### config.mk
export PLATFORM = sky130hd
export DESIGN_NAME = least_slack_time_scheduler_top
export DESIGN_NICKNAME = d
export VERILOG_FILES = /design/src/rtl/lsts_pkg.sv /design/src/rtl/least_slack_time_scheduler_top.sv
export SDC_FILE = /design/constraint.sdc
export NUM_CORES = 1
export LEC_CHECK = 0
export BUFFER_PORTS_ARGS = -buffer_cell sky130_fd_sc_hd__buf_2
export CAP_MARGIN = 20
export CORE_ASPECT_RATIO = 0.5
export CORE_MARGIN = 1
export CORE_UTILIZATION = 50
export CTS_CLUSTER_DIAMETER = 30
export CTS_CLUSTER_SIZE = 30
export DETAILED_ROUTE_END_ITERATION = 10
export PLACE_DENSITY = 0.77
export SLEW_MARGIN = 25
export SYNTH_ARGS = -nofsm -noshare
export SYNTH_HDL_FRONTEND = slang
export SYNTH_SLANG_ARGS = --single-unit
### constraint.sdc
create_clock -name i_clk -period 14 [get_ports i_clk]
set_input_delay 0.7 -clock i_clk [delete_from_list [all_inputs] [get_ports i_clk]]
set_output_delay 0.7 -clock i_clk [all_outputs]
set_load 0.05 [all_outputs]
### src/rtl/lsts_pkg.sv
`default_nettype none

package lsts_pkg;

    localparam int ID_W    = 8;
    localparam int POS_W   = 8;
    localparam int REM_W   = 16;
    localparam int TIME_W  = 31;
    localparam int SLACK_W = 33;
    localparam int SLICE_W = 32;

    typedef logic [ID_W-1:0]           t_id;
    typedef logic [POS_W-1:0]          t_pos;
    typedef logic [REM_W-1:0]          t_rem;
    typedef logic [TIME_W-1:0]         t_time;
    typedef logic signed [SLACK_W-1:0] t_slack;
    typedef logic signed [SLICE_W-1:0] t_slice;

    localparam logic ACT_RUN = 1'b0;

endpackage

`default_nettype wire

### src/rtl/least_slack_time_scheduler_top.sv
// o_out_valid rises once the last entry moves from the input register into the result register.
// Throughput: one entry per cycle, save that a last entry waits while a result is held; each
// entry passes an input register, then one compare-and-update of the running best registers
// and the result register. Reset (synchronous, active low) empties both registers and ends any open decision.
`default_nettype none

module least_slack_time_scheduler_top #(
    parameter int MAX_ENTRIES = 256
) (
    input  wire                   i_clk,
    input  wire                   i_rst_n,
    input  wire                   i_in_valid,
    output logic                  o_in_ready,
    input  wire                   i_action,
    input  lsts_pkg::t_id         i_thread_id,
    input  lsts_pkg::t_rem        i_remaining_time,
    input  lsts_pkg::t_time       i_due_time,
    input  lsts_pkg::t_time       i_release_at,
    input  lsts_pkg::t_time       i_now_time,
    input  wire                   i_last,
    output logic                  o_out_valid,
    input  wire                   i_out_ready,
    output logic                  o_idle,
    output lsts_pkg::t_id         o_winner_id,
    output lsts_pkg::t_pos        o_winner_position,
    output lsts_pkg::t_slice      o_slice_ticks
);
    import lsts_pkg::*;

    localparam logic [POS_W:0] MaxPos = (POS_W+1)'(MAX_ENTRIES);

    // Input register.
    logic   r_s1_valid;
    logic   r_s1_action;
    t_id    r_s1_id;
    t_rem   r_s1_rem;
    t_time  r_s1_due;
    t_time  r_s1_rel;
    t_time  r_s1_now;
    logic   r_s1_last;

    // Decision state.
    logic   r_in_decision, n_in_decision;
    logic   r_run_seen, n_run_seen;
    logic   r_release_seen, n_release_seen;
    t_pos   r_run_count, n_run_count;
    t_time  r_latched_now, n_latched_now;
    t_slack r_best_slack, n_best_slack;
    t_id    r_best_id, n_best_id;
    t_pos   r_best_position, n_best_position;
    t_time  r_best_due, n_best_due;
    t_slice r_slice_acc, n_slice_acc;
    t_time  r_earliest, n_earliest;
    t_id    r_earliest_id, n_earliest_id;

    // Result register.
    logic   r_out_valid;
    logic   r_out_idle, n_out_idle;
    t_id    r_out_id, n_out_id;
    t_pos   r_out_position, n_out_position;
    t_slice r_out_slice, n_out_slice;

    logic         out_free;
    logic         s1_go;
    t_time        eff_now;
    logic [POS_W:0] pos;
    logic         run_ok;
    logic         run_better;
    t_slack       slack;
    t_slack       rel_slack;
    t_slack       slice_end;
    logic         rel_better;
    logic         cut;
    t_slice       cut_slice;
    t_slice       due_limit;

    assign out_free   = !r_out_valid || i_out_ready;
    assign s1_go      = r_s1_valid && (!r_s1_last || out_free);
    assign o_in_ready = !r_s1_valid || s1_go;

    always_comb begin
        eff_now = r_in_decision ? r_latched_now : r_s1_now;
        pos = r_run_seen ? ({1'b0, r_run_count} + (POS_W+1)'(1)) : '0;

        slack = $signed({2'b00, r_s1_due}) - $signed({2'b00, eff_now})
              - $signed({17'b0, r_s1_rem});
        rel_slack = $signed({2'b00, r_s1_due}) - $signed({2'b00, r_s1_rel})
                  - $signed({17'b0, r_s1_rem});
        slice_end = $signed({2'b00, eff_now}) + $signed({r_slice_acc[SLICE_W-1], r_slice_acc});
        cut_slice = $signed({1'b0, r_s1_rel}) - $signed({1'b0, eff_now});

        run_ok = (r_s1_action == ACT_RUN) && !r_release_seen && (pos < MaxPos);
        run_better = !r_run_seen || (slack < r_best_slack)
                   || ((slack == r_best_slack) && (r_s1_id <= r_best_id));
        rel_better = !r_release_seen || (r_s1_rel < r_earliest)
                   || ((r_s1_rel == r_earliest) && (r_s1_id <= r_earliest_id));
        cut = r_run_seen && ($signed({2'b00, r_s1_rel}) < slice_end)
            && ((rel_slack < r_best_slack)
                || ((rel_slack == r_best_slack) && (r_s1_id <= r_best_id)));

        n_latched_now   = eff_now;
        n_in_decision   = 1'b1;
        n_run_seen      = r_run_seen;
        n_release_seen  = r_release_seen;
        n_run_count     = r_run_count;
        n_best_slack    = r_best_slack;
        n_best_id       = r_best_id;
        n_best_position = r_best_position;
        n_best_due      = r_best_due;
        n_slice_acc     = r_slice_acc;
        n_earliest      = r_earliest;
        n_earliest_id   = r_earliest_id;

        if (r_s1_action == ACT_RUN) begin
            if (run_ok) begin
                n_run_seen  = 1'b1;
                n_run_count = pos[POS_W-1:0];
                if (run_better) begin
                    n_best_slack    = slack;
                    n_best_id       = r_s1_id;
                    n_best_position = pos[POS_W-1:0];
                    n_best_due      = r_s1_due;
                    n_slice_acc     = $signed({16'b0, r_s1_rem});
                end
            end
        end else begin
            n_release_seen = 1'b1;
            if (rel_better) begin
                n_earliest    = r_s1_rel;
                n_earliest_id = r_s1_id;
            end
            if (cut) begin
                n_slice_acc = cut_slice;
            end
        end

        due_limit = $signed({1'b0, n_best_due}) - $signed({1'b0, eff_now});
        if (n_run_seen) begin
            n_out_idle     = 1'b0;
            n_out_id       = n_best_id;
            n_out_position = n_best_position;
            n_out_slice    = (n_slice_acc > due_limit) ? due_limit : n_slice_acc;
        end else begin
            n_out_idle     = 1'b1;
            n_out_id       = '0;
            n_out_position = '0;
            n_out_slice    = n_release_seen
                           ? ($signed({1'b0, n_earliest}) - $signed({1'b0, eff_now}))
                           : '0;
        end

        // The closing entry ends the decision and leaves the state ready for the next.
        if (r_s1_last) begin
            n_in_decision  = 1'b0;
            n_run_seen     = 1'b0;
            n_release_seen = 1'b0;
            n_run_count    = '0;
        end
    end

    always_ff @(posedge i_clk) begin
        if (!i_rst_n) begin
            r_s1_valid <= 1'b0;
        end else if (o_in_ready) begin
            r_s1_valid <= i_in_valid;
        end
    end

    always_ff @(posedge i_clk) begin
        if (i_in_valid && o_in_ready) begin
            r_s1_action <= i_action;
            r_s1_id     <= i_thread_id;
            r_s1_rem    <= i_remaining_time;
            r_s1_due    <= i_due_time;
            r_s1_rel    <= i_release_at;
            r_s1_now    <= i_now_time;
            r_s1_last   <= i_last;
        end
    end

    always_ff @(posedge i_clk) begin
        if (!i_rst_n) begin
            r_in_decision  <= 1'b0;
            r_run_seen     <= 1'b0;
            r_release_seen <= 1'b0;
            r_run_count    <= '0;
        end else if (s1_go) begin
            r_in_decision  <= n_in_decision;
            r_run_seen     <= n_run_seen;
            r_release_seen <= n_release_seen;
            r_run_count    <= n_run_count;
        end
    end

    always_ff @(posedge i_clk) begin
        if (s1_go) begin
            r_latched_now   <= n_latched_now;
            r_best_slack    <= n_best_slack;
            r_best_id       <= n_best_id;
            r_best_position <= n_best_position;
            r_best_due      <= n_best_due;
            r_slice_acc     <= n_slice_acc;
            r_earliest      <= n_earliest;
            r_earliest_id   <= n_earliest_id;
        end
    end

    always_ff @(posedge i_clk) begin
        if (!i_rst_n) begin
            r_out_valid <= 1'b0;
        end else if (s1_go && r_s1_last) begin
            r_out_valid <= 1'b1;
        end else if (i_out_ready) begin
            r_out_valid <= 1'b0;
        end
    end

    always_ff @(posedge i_clk) begin
        if (s1_go && r_s1_last) begin
            r_out_idle     <= n_out_idle;
            r_out_id       <= n_out_id;
            r_out_position <= n_out_position;
            r_out_slice    <= n_out_slice;
        end
    end

    assign o_out_valid       = r_out_valid;
    assign o_idle            = r_out_idle;
    assign o_winner_id       = r_out_id;
    assign o_winner_position = r_out_position;
    assign o_slice_ticks     = r_out_slice;

endmodule

`default_nettype wire

; After elaboration in Yosys (flattened, before gate mapping)
; Cells that the tools add are included.
[totals]
out_inout_bits = 51
in_bits = 123
reg_bits = 363
word_cells = 107
[classes]
n_lt_le_gt_ge = 8
add_sub_neg = 9
bitwise = 1
n_eq_ne = 4
muxes = 32
n_reduce_logical = 28
[op_table]
columns = operator, count
row1 = $mux W32, 7
row2 = $mux W31, 6
row3 = $sub A31 B31 Y32, 5
row4 = $mux W8, 9
row5 = $eq A33 B33 Y1, 2
row6 = $lt A33 B33 Y1, 2
row7 = $sub A32 B17 Y33, 2
row8 = $add A32 B32 Y33, 1
row9 = $lt A32 B33 Y1, 1
row10 = $gt A32 B32 Y1, 1
row11 = $eq A31 B31 Y1, 1
row12 = $lt A31 B31 Y1, 1
row13 = $le A8 B8 Y1, 2
row14 = $logic_and A1 B1 Y1, 10
row15 = $add A8 B1 Y9 const B, 1
row16 = $lt A9 B9 Y1 const B, 1
row17 = $mux W1, 9
row18 = $mux W9, 1
row19 = $logic_or A1 B1 Y1, 8
row20 = $reduce_and A3 Y1, 2
row21 = $logic_not A1 Y1, 5
row22 = $reduce_and A4 Y1, 1
row23 = $reduce_bool A2 Y1, 2
row24 = $ne A2 B1 Y1 const B, 1
row25 = $not A1 Y1, 1

; Depth between registers and ports, before layout
; Gate-level depths: netlist (run 1).
[logic_depth]
ltp_word = 13
depth_mapped = 62
ltp_nobuf = 56

; Worst setup path after synthesis (run 1)
; No wires, ideal clock.
[synth_timing]
path_type = reg2reg
from = reg r_in_decision
to = reg r_out_slice[24] (netlist: o_slice_ticks[24]) (data pin)
stages_incl_launch_ff = 61
synth_period_minus_slack_ns = 14.227
required_ns = 13.732
arrival_time_ns = 13.960
n_path_buf = 7
setup_ns = 0.268
setup_slack_ns = -0.227
cell_sequence = dfxtp_1 -> clkbuf_1 -> clkbuf_1 -> mux2i_1 -> inv_1 -> fa_1 -> nand2b_1 -> a21oi_1 -> o41ai_2 -> o21ba_2 -> xnor2_1 -> ha_1 -> a211o_1 -> nor3_1 -> a211oi_1 -> a31oi_1 -> a21oi_1 -> a211oi_1 -> [... 25 more ...] -> o21ai_0 -> nor2_1 -> a21o_1 -> a21oi_1 -> xor2_1 -> ha_1 -> nand4_1 -> nor2_1 -> nand2_1 -> nor3_1 -> a21boi_0 -> a211oi_1 -> mux2i_1 -> a31o_2 -> clkbuf_1 -> clkbuf_1 -> mux2i_1 -> a21oi_1
[synth_between]
elab_chain_cells = 13
elab_cells_between_ends = 26
cone_classes = add/sub: 6 / order compare: 3 / eq/ne: 1 / mux: 11 / reduce/logical: 5
[synth_rtl]
columns = element, line_no
row1 = "start, declared", least_slack_time_scheduler_top.sv:43  ; logic r_in_decision, n_in_decision;
row2 = "start signal, assigned", least_slack_time_scheduler_top.sv:188  ; r_in_decision <= n_in_decision;
row3 = $mux W31 *, least_slack_time_scheduler_top.sv:82  ; eff_now = r_in_decision ? r_latched_now : r_s1_now;
row4 = named net eff_now[1], least_slack_time_scheduler_top.sv:65  ; t_time eff_now;
row5 = $sub A31 B31 Y32 *, least_slack_time_scheduler_top.sv:85  ; slack = $signed({2'b00, r_s1_due}) - $signed({2'b00, eff_now})
row6 = $sub A32 B17 Y33 *, least_slack_time_scheduler_top.sv:86  ; - $signed({17'b0, r_s1_rem});
row7 = named net slack[31], least_slack_time_scheduler_top.sv:69  ; t_slack slack;
row8 = $lt A33 B33 Y1 or $eq A33 B33 Y1 (tied branches), "least_slack_time_scheduler_top.sv:93, least_slack_time_scheduler_top.sv:94"
row9 = $logic_or A1 B1 Y1 or $logic_and A1 B1 Y1 (tied branches), "least_slack_time_scheduler_top.sv:93, least_slack_time_scheduler_top.sv:94"
row10 = $logic_or A1 B1 Y1 *, least_slack_time_scheduler_top.sv:94  ; || ((slack == r_best_slack) && (r_s1_id <= r_best_id));
row11 = $mux W31 *, least_slack_time_scheduler_top.sv:118  ; if (run_better) begin
row12 = $mux W31 *, least_slack_time_scheduler_top.sv:115  ; if (run_ok) begin
row13 = $mux W31 *, least_slack_time_scheduler_top.sv:114  ; if (r_s1_action == ACT_RUN) begin
row14 = named net n_best_due[2], least_slack_time_scheduler_top.sv:51  ; t_time r_best_due, n_best_due;
row15 = $sub A31 B31 Y32 *, least_slack_time_scheduler_top.sv:137  ; due_limit = $signed({1'b0, n_best_due}) - $signed({1'b0, eff_now});
row16 = $gt A32 B32 Y1, least_slack_time_scheduler_top.sv:142  ; n_out_slice = (n_slice_acc > due_limit) ? due_limit : n_slice_acc;
row17 = $mux W32 *, least_slack_time_scheduler_top.sv:142
row18 = $mux W32 *, least_slack_time_scheduler_top.sv:138  ; if (n_run_seen) begin
row19 = named net n_out_slice[24], least_slack_time_scheduler_top.sv:61  ; t_slice r_out_slice, n_out_slice;
row20 = "end signal, assigned", least_slack_time_scheduler_top.sv:223  ; r_out_slice <= n_out_slice;
row21 = "end, declared", least_slack_time_scheduler_top.sv:61
; Mark *: on every way through the listed nets, which the timed path passes. The rest lies on a longest branch.
; A chain may end at the register's enable or synchronous reset.

; Worst setup path after layout (run 1)
[layout_timing]
from = reg r_in_decision
to = reg r_out_slice[30] (netlist: o_slice_ticks[30]) (data pin)
[layout_between]
elab_chain_cells = 13
elab_cells_between_ends = 26
cone_classes = add/sub: 6 / order compare: 3 / eq/ne: 1 / mux: 11 / reduce/logical: 5
[layout_rtl]
columns = element, line_no
row1 = $mux W31 *, least_slack_time_scheduler_top.sv:82
row2 = $sub A31 B31 Y32 *, least_slack_time_scheduler_top.sv:85
row3 = $sub A32 B17 Y33 *, least_slack_time_scheduler_top.sv:86
row4 = named net slack[28], least_slack_time_scheduler_top.sv:69
row5 = $lt A33 B33 Y1 or $eq A33 B33 Y1 (tied branches), "least_slack_time_scheduler_top.sv:93, least_slack_time_scheduler_top.sv:94"
row6 = $logic_or A1 B1 Y1 or $logic_and A1 B1 Y1 (tied branches), "least_slack_time_scheduler_top.sv:93, least_slack_time_scheduler_top.sv:94"
row7 = $logic_or A1 B1 Y1 *, least_slack_time_scheduler_top.sv:94
row8 = $mux W31 *, least_slack_time_scheduler_top.sv:118
row9 = $mux W31 *, least_slack_time_scheduler_top.sv:115
row10 = $mux W31 *, least_slack_time_scheduler_top.sv:114
row11 = named net n_best_due[8], least_slack_time_scheduler_top.sv:51
row12 = $sub A31 B31 Y32 *, least_slack_time_scheduler_top.sv:137
row13 = $gt A32 B32 Y1, least_slack_time_scheduler_top.sv:142
row14 = $mux W32 *, least_slack_time_scheduler_top.sv:142
row15 = $mux W32 *, least_slack_time_scheduler_top.sv:138
row16 = named net n_out_slice[30], least_slack_time_scheduler_top.sv:61
; Marks and branches as above.

==> run summary, run 1 <==
==================================================================================
Run status                                                            finished clean
Buffer and inverter count on the worst path                                      4
Number of vias per cell                                                       6.14
Standard-cell rows                                                              62
Post-Layout Cell Count                                                        4032
Post-Synthesis Net Count                                                      3475
Antenna violations before repair                                                 4
Hold endpoint                                                          r_s1_due[2]
Most used flip-flop cell after synthesis                                  edfxtp_1
Post-route worst hold slack                                                 264 ps
Fmax                                                                      75.4 MHz
CP max stage cell                                                            or4_4
Unrepaired setup endpoints after global routing                                 no
Classification of the worst setup path                                  reg -> reg
Hold Fails Final Rpt                                                             0
Maximum net fanout on the critical path                                         12
Via Count                                                                    24.7k
Worst-path clk slew                                                          60 ps
Kind of start point of the critical path                                  register
Worst path required time                                                  14340 ps
Power per Cell Area                                                     142 nW/um2
CP delay by family, top                                               compound AO/OA/AOI/OAI gates
Total Wirelength                                                           94.0 mm
Count of pins over their slew limit                                              0
Count of pins on the block boundary                                            174
Post-route minimum period                                                 13260 ps
Transition time of the tightest slew-check pin                             1120 ps
Clock tree root buffer cell                                              clkbuf_16
Final-layout setup total negative slack                                       0 ps
Total DRC errors in the routed layout                                            0
Setup-failing EPs final                                                          0
Core region area                                                         57600 um2
Die Outline Area                                                         59500 um2
Share of Yosys cell area claimed by the top area cell type                   36.0%
Placer congestion estimate                                                    1.02
Port Buffer Count                                                              173
Setup skew after layout                                                    37.5 ps
Number of buffers added by the clock tree synthesis step                        67
Mapped Cells                                                                  2948
Initial core utilization                                                     50.8%
Launching point of the worst reg2reg path                             r_in_decision
Most Frequent Cell on Critical Path                                           ha_1
Cell area after synthesis                                                29200 um2
Clock latency reported for the late side of the worst-skew pair             610 ps
Avg Inst Size Synth                                                       9.91 um2
Leading cell types by total area after synthesis                      edfxtp_1 36%, ha_1 17%, a21oi_1 3.9%
CTS tree                                                                     built
Post-detailed-route wirelength per cell                                    23.3 um
Most common cell after layout, fill and taps aside                            ha_1
Depth of the worst register-to-register path                                    54
HPWL reported at the end of detailed placement                             73.6 mm
Worst hold path class                                                    in -> reg
Register-to-register setup slack                                            740 ps
Commonest cells after routing, fill and taps aside                    396 x ha_1, 350 x edfxtp_1, 238 x inv_1
Number of hold buffers added after cts                                           0
Number of unique standard cell types used by synthesis                          87
Area of the multi-input gates                                            17500 um2
Leakage component of the power                                             14.8 nW
Count of state elements after synthesis                                        363
Antenna diode count                                                              0
Pin count of the biggest net entering global routing                           134
Final period util                                                            94.7%
Share of the core filled with cells                                          58.9%
Fraction of registers with async set/reset                                      0%
FF/Latch Area                                                            10800 um2
Maximum vdd ir drop                                                       0.137 mV
Pwr Total                                                                  4.81 mW
Longest individual stage delay on the worst path                            580 ps
Max-capacitance violation count                                                  0
Area growth syn-to-layout                                                    16.1%
Maximum count of clock buffers along a single path                               3
H-tree depth                                                                     3
EDFF count, synth                                                              350
Hold Path Stages                                                                 1
Die Span X                                                                  344 um
Number of filler instances in the final layout                                4859
Ys Warns                                                                         0
Worst Path Arrival                                                        13600 ps
Synth area leader                                                         edfxtp_1
Number of clock sinks                                                          363
Number of global-route vias before repair                                    23.0k
Wire length of the first global-routing pass                                138 mm
Worst reg2reg endpoint                                                o_slice_ticks[30]
Detailed Route Iter0 Violations                                               2692
Global route total overflow                                                      0
Net total in the final layout                                                 3737
Worst Min Path Start                                                  i_due_time[2]
Worst max-slew margin expressed relative to the limit                        24.8%
Number of nets with antenna violations after detailed routing                    0
DIE HEIGHT                                                                  173 um
Share of final-layout standard cells stronger than drive strength 1          14.0%
Instance count after placement with tap cells included                        3902
Number of detailed-route iterations in the first pass                            5
Overall track demand over capacity in global routing                         30.8%
Sort of element at the end of the critical path                           register
Share of synthesized area occupied by flip-flops and latches                 36.9%
==================================================================================
power by group:
part	switching [mW]	internal (mW)	leakage (nW)
clock	0.624	1.06	1.12
sequential	0.0489	1.30	3.42
combinational	1.09	0.695	10.2
how the worst max path moves through the flow:
stage | startpoint | to | slack (ps) | cells after the start
2_1_floorplan | r_in_decision | o_slice_ticks[24] | 70 | 60
3_3_place_gp | r_in_decision | o_slice_ticks[4] | 390 | 58
3_5_place_dp | r_in_decision | o_slice_ticks[4] | -90 | 58
4_1_cts | r_in_decision | o_slice_ticks[4] | 60 | 58
5_1_grt | r_in_decision | o_slice_ticks[30] | 3 | 54
6_report | r_in_decision | o_slice_ticks[30] | 740 | 54
cell usage after synthesis (all sizes together) (7+ instances only):
master / number
nand2b: 45
nand4: 37
ha: 396
mux2: 36
fa: 8
a2111oi: 10
nor3: 47
o21a: 43
o31ai: 15
dfxtp: 13
a211oi: 40
o21ai: 177
a22oi: 13
o2111ai: 8
and2: 30
or3: 16
nor2b: 46
a21oi: 227
o211ai: 26
a221oi: 8
nor2: 176
nand3: 68
xor2: 83
buf: 9
and3: 29
a21o: 101
o41ai: 8
a21boi: 19
o21bai: 26
xnor2: 123
nand2: 154
clkbuf: 45
edfxtp: 350
or2: 17
inv: 239
nor4: 12
nor3b: 7
mux2i: 112
a31oi: 28
cell families (layout without fill, tap and decap cells):
logic type	Yosys count	after routing	synth area share (%)
flops	363	363	36.9
simple gates	709	709	12.2
fa+ha+maj	404	404	17.5
buf+inv	293	609	3.77
xor+xnor	206	206	6.17
compound gates	825	825	18.3
mux	148	148	5.22
registers in the layout, indices dropped and copies added (netlist names), 8 cells and up:
name and cells:
o_winner_id 8, r_best_position 8, r_s1_due 31, r_slice_acc 32, r_run_count 8, o_slice_ticks 32
r_earliest_id 8, r_best_id 8, r_latched_now 31, r_best_due 31, r_earliest 31, r_s1_id 8
r_s1_rem 16, r_best_slack 33, o_winner_position 8, r_s1_rel 31, r_s1_now 31
repair_timing:
item,4_1_cts,5_1_grt
cloned,0,1
buffers inserted,0,6
endpoints found under the setup margin,8,32
resized for setup,2,22
pin swaps,0,6
final cells by class:
class	instances	share of cell area (%)
Clock buffer	77	5.18
Clock inverter	46	1.62
Inverter	239	2.65
Multi-Input combinational cell	2292	51.6
Sequential cell	363	31.8
Tap cell	768	2.83
Timing Repair Buffer	247	4.39
per-stage QoR:
stage,cell area [um2],worst slack [ps]
2_1_floorplan,29200,73.7
3_3_place_gp,31400,386
3_5_place_dp,31400,-93.0
4_1_cts,33700,62.1
5_1_grt,33900,2.72
6_report,33900,740
routing by layer:
metal / GRT usage [%] / part of all wire (%)
met1: 44.2 / 43
met2: 43.4 / 41
met3: 11.2 / 13
met4: 8.46 / 2.8
met5: 0 / 0.052
(Power assumes the default switching activity.)
==> run 2: changes to the inputs <==
==> constraint.sdc (replaced) <==
create_clock -name i_clk -period 11.4 [get_ports i_clk]
set_input_delay 0.57 -clock i_clk [delete_from_list [all_inputs] [get_ports i_clk]]
set_output_delay 0.57 -clock i_clk [all_outputs]
set_load 0.05 [all_outputs]
==> run summary, run 2 (synthesis gave the netlist of run 1 again) <==
==================================================================================
Violated checks                                                       negative setup slack
Maximum vdd ir drop                                                       0.106 mV   was 0.137 mV
Maximum net fanout on the critical path                                          6   was 12
Die Outline Area                                                         59500 um2   unchanged
Kind of start point of the critical path                                  register   unchanged
Max reg flops                                                                   33   unchanged
Commonest cells after routing, fill and taps aside                    384 x ha_1, 350 x edfxtp_1, 280 x buf_4   was 396 x ha_1, 350 x edfxtp_1, 238 x inv_1
Core region area                                                         57600 um2   unchanged
Number of vias per cell                                                       6.02   was 6.14
Post-route worst setup slack                                               -699 ps   was 740 ps
Area growth syn-to-layout                                                    25.3%   was 16.1%
Number of detailed-route iterations in the first pass                            8   was 5
Longest individual stage delay on the worst path                            540 ps   was 580 ps
Post-detailed-route wirelength per cell                                    22.4 um   was 23.3 um
Pwr Total                                                                  6.30 mW   was 4.81 mW
CP delay by family, top                                               compound AO/OA/AOI/OAI gates   unchanged
Die Span X                                                                  344 um   unchanged
Net total in the final layout                                                 3971   was 3737
Setup skew after layout                                                    28.0 ps   was 37.5 ps
Classification of the worst setup path                                  reg -> reg   unchanged
H-tree depth                                                                     3   unchanged
Max-capacitance violation count                                                  0   unchanged
Detailed Route Iter0 Violations                                               2968   was 2692
Antenna violations before repair                                                 1   was 4
Hold Fails Final Rpt                                                             0   unchanged
Setup-failing EPs final                                                         32   was 0
Worst hold path class                                                    in -> reg   unchanged
Worst-path clk slew                                                          60 ps   about the same
Global route total overflow                                                      0   unchanged
Number of clock sinks                                                          363   unchanged
Total DRC errors in the routed layout                                            0   unchanged
Total Wirelength                                                           95.7 mm   was 94.0 mm
Clock tree root buffer cell                                              clkbuf_16   unchanged
Standard-cell rows                                                              62   unchanged
Fmax                                                                      82.7 MHz   was 75.4 MHz
Worst Path Arrival                                                        12450 ps   was 13600 ps
Number of hold buffers added after cts                                           0   unchanged
Number of nets with antenna violations after detailed routing                    0   unchanged
HPWL reported at the end of detailed placement                             74.9 mm   was 73.6 mm
Maximum count of clock buffers along a single path                               3   unchanged
Count of pins over their slew limit                                              0   unchanged
Post-route minimum period                                                 12100 ps   was 13260 ps
Pin count of the biggest net entering global routing                           149   was 134
Final period util                                                             106%   was 94.7%
Count of pins on the block boundary                                            174   unchanged
Share of final-layout standard cells stronger than drive strength 1          22.9%   was 14.0%
Clock latency reported for the late side of the worst-skew pair             610 ps   about the same
Wire length of the first global-routing pass                                140 mm   was 138 mm
DIE HEIGHT                                                                  173 um   unchanged
CTS tree                                                                     built   unchanged
Run status                                                            complete, but fails checks   was finished clean
Most common cell after layout, fill and taps aside                            ha_1   unchanged
Buffer and inverter count on the worst path                                      6   was 4
Unrepaired setup endpoints after global routing                                yes   was no
Worst max-slew margin expressed relative to the limit                        22.1%   was 24.8%
Port Buffer Count                                                              173   unchanged
Overall track demand over capacity in global routing                         31.4%   was 30.8%
Via Count                                                                    25.7k   was 24.7k
Number of buffers added by the clock tree synthesis step                        67   unchanged
Placer congestion estimate                                                   0.991   was 1.02
Worst path required time                                                  11750 ps   was 14340 ps
Number of filler instances in the final layout                                4537   was 4859
Power per Cell Area                                                     172 nW/um2   was 142 nW/um2
Sort of element at the end of the critical path                           register   unchanged
Number of global-route vias before repair                                    24.1k   was 23.0k
CP max stage cell                                                            or4_4   unchanged
Leakage component of the power                                             16.1 nW   was 14.8 nW
Register with the most flip-flops                                     r_best_slack   unchanged
Final-layout setup total negative slack                                  -17440 ps   was 0 ps
Initial core utilization                                                     50.8%   unchanged
Transition time of the tightest slew-check pin                             1160 ps   was 1120 ps
==================================================================================
[run 2: cell count changes in the layout (fill, tap and decap cells not counted), moves of 8 or more]
cell / change
ha_1: -12
ha_4: +12
a21oi_1: -17
a211oi_2: +8
a211oi_1: -9
a21oi_2: +16
buf_6: +15
nor2_2: +15
buf_4: +212
nor2_1: -22
[run 2: worst reg2reg max path, delay by kind of cell (launching register included)]
family,cells,cell delay [ps]
buf+inv,6,860
fa+ha+maj,5,1280
mux,4,1190
compound gates,21,4470
xor+xnor,3,500
simple gates,14,3220
flops,1,370
[run 2: path summary, 6_finish.rpt]
path / slack (ps) / to / from / cells past startpoint
setup reg to reg: -700 / o_slice_ticks[30] / r_in_decision / 53
setup / recovery: -700 / o_slice_ticks[30] / r_in_decision / 53
hold / removal: 130 / r_s1_rel[15] / i_release_at[15] / 1
hold reg to reg: 520 / r_earliest_id[0] / r_s1_id[0] / 0
[run 2: cell type report]
type                    instances  area (um2)  area share, %
multi-input cells            2294       18200           49.8
inverters                     239         907           2.48
clock buffers                  72        1760           4.80
clock inverters                52         631           1.72
well taps                     768         961           2.62
flip-flops and latches        363       10800           29.4
repair buffers                479        3360           9.18
diodes                          3        7.51         0.0205
[run 2: report_power, final]
group          switching (mW)  internal, mW  leakage, nW
combinational            1.41          1.12         11.5
sequential             0.0666          1.59         3.42
clock                   0.782          1.33         1.15
total                    2.26          4.04         16.1
[run 2: through the flow]
stage	setup slack [ps]	std cells	hold slack, ps	utilization (%)	instance area, um2
2_1_floorplan	-77.9	2948	444	-	29600
3_3_place_gp	-596	4097	494	57.5	33100
3_5_place_dp	-790	4097	492	57.5	33100
4_1_cts	-584	4245	105	62.6	36000
5_1_grt	-1260	4268	109	63.6	36600
6_report	-699	4270	134	63.6	36600
[run 2: timing repair]
item | CTS | global route
buffers inserted | 20 | 23
resized for setup | 63 | 84
gates cloned | 4 | 2
endpoints found under the setup margin | 32 | 32
pin swaps | 18 | 44
[run 2: per-layer routing]
metal | GRT usage [%] | vias to the layer above | wire [um] | part of all wire [%]
met5 | 0 | - | 62 | 0.065
met4 | 7.67 | 2 | 2270 | 2.4
met3 | 13.0 | 168 | 13900 | 15
met2 | 42.0 | 1258 | 36800 | 38
met1 | 46.3 | 12200 | 42600 | 45
li1 | - | 12100 | - | -
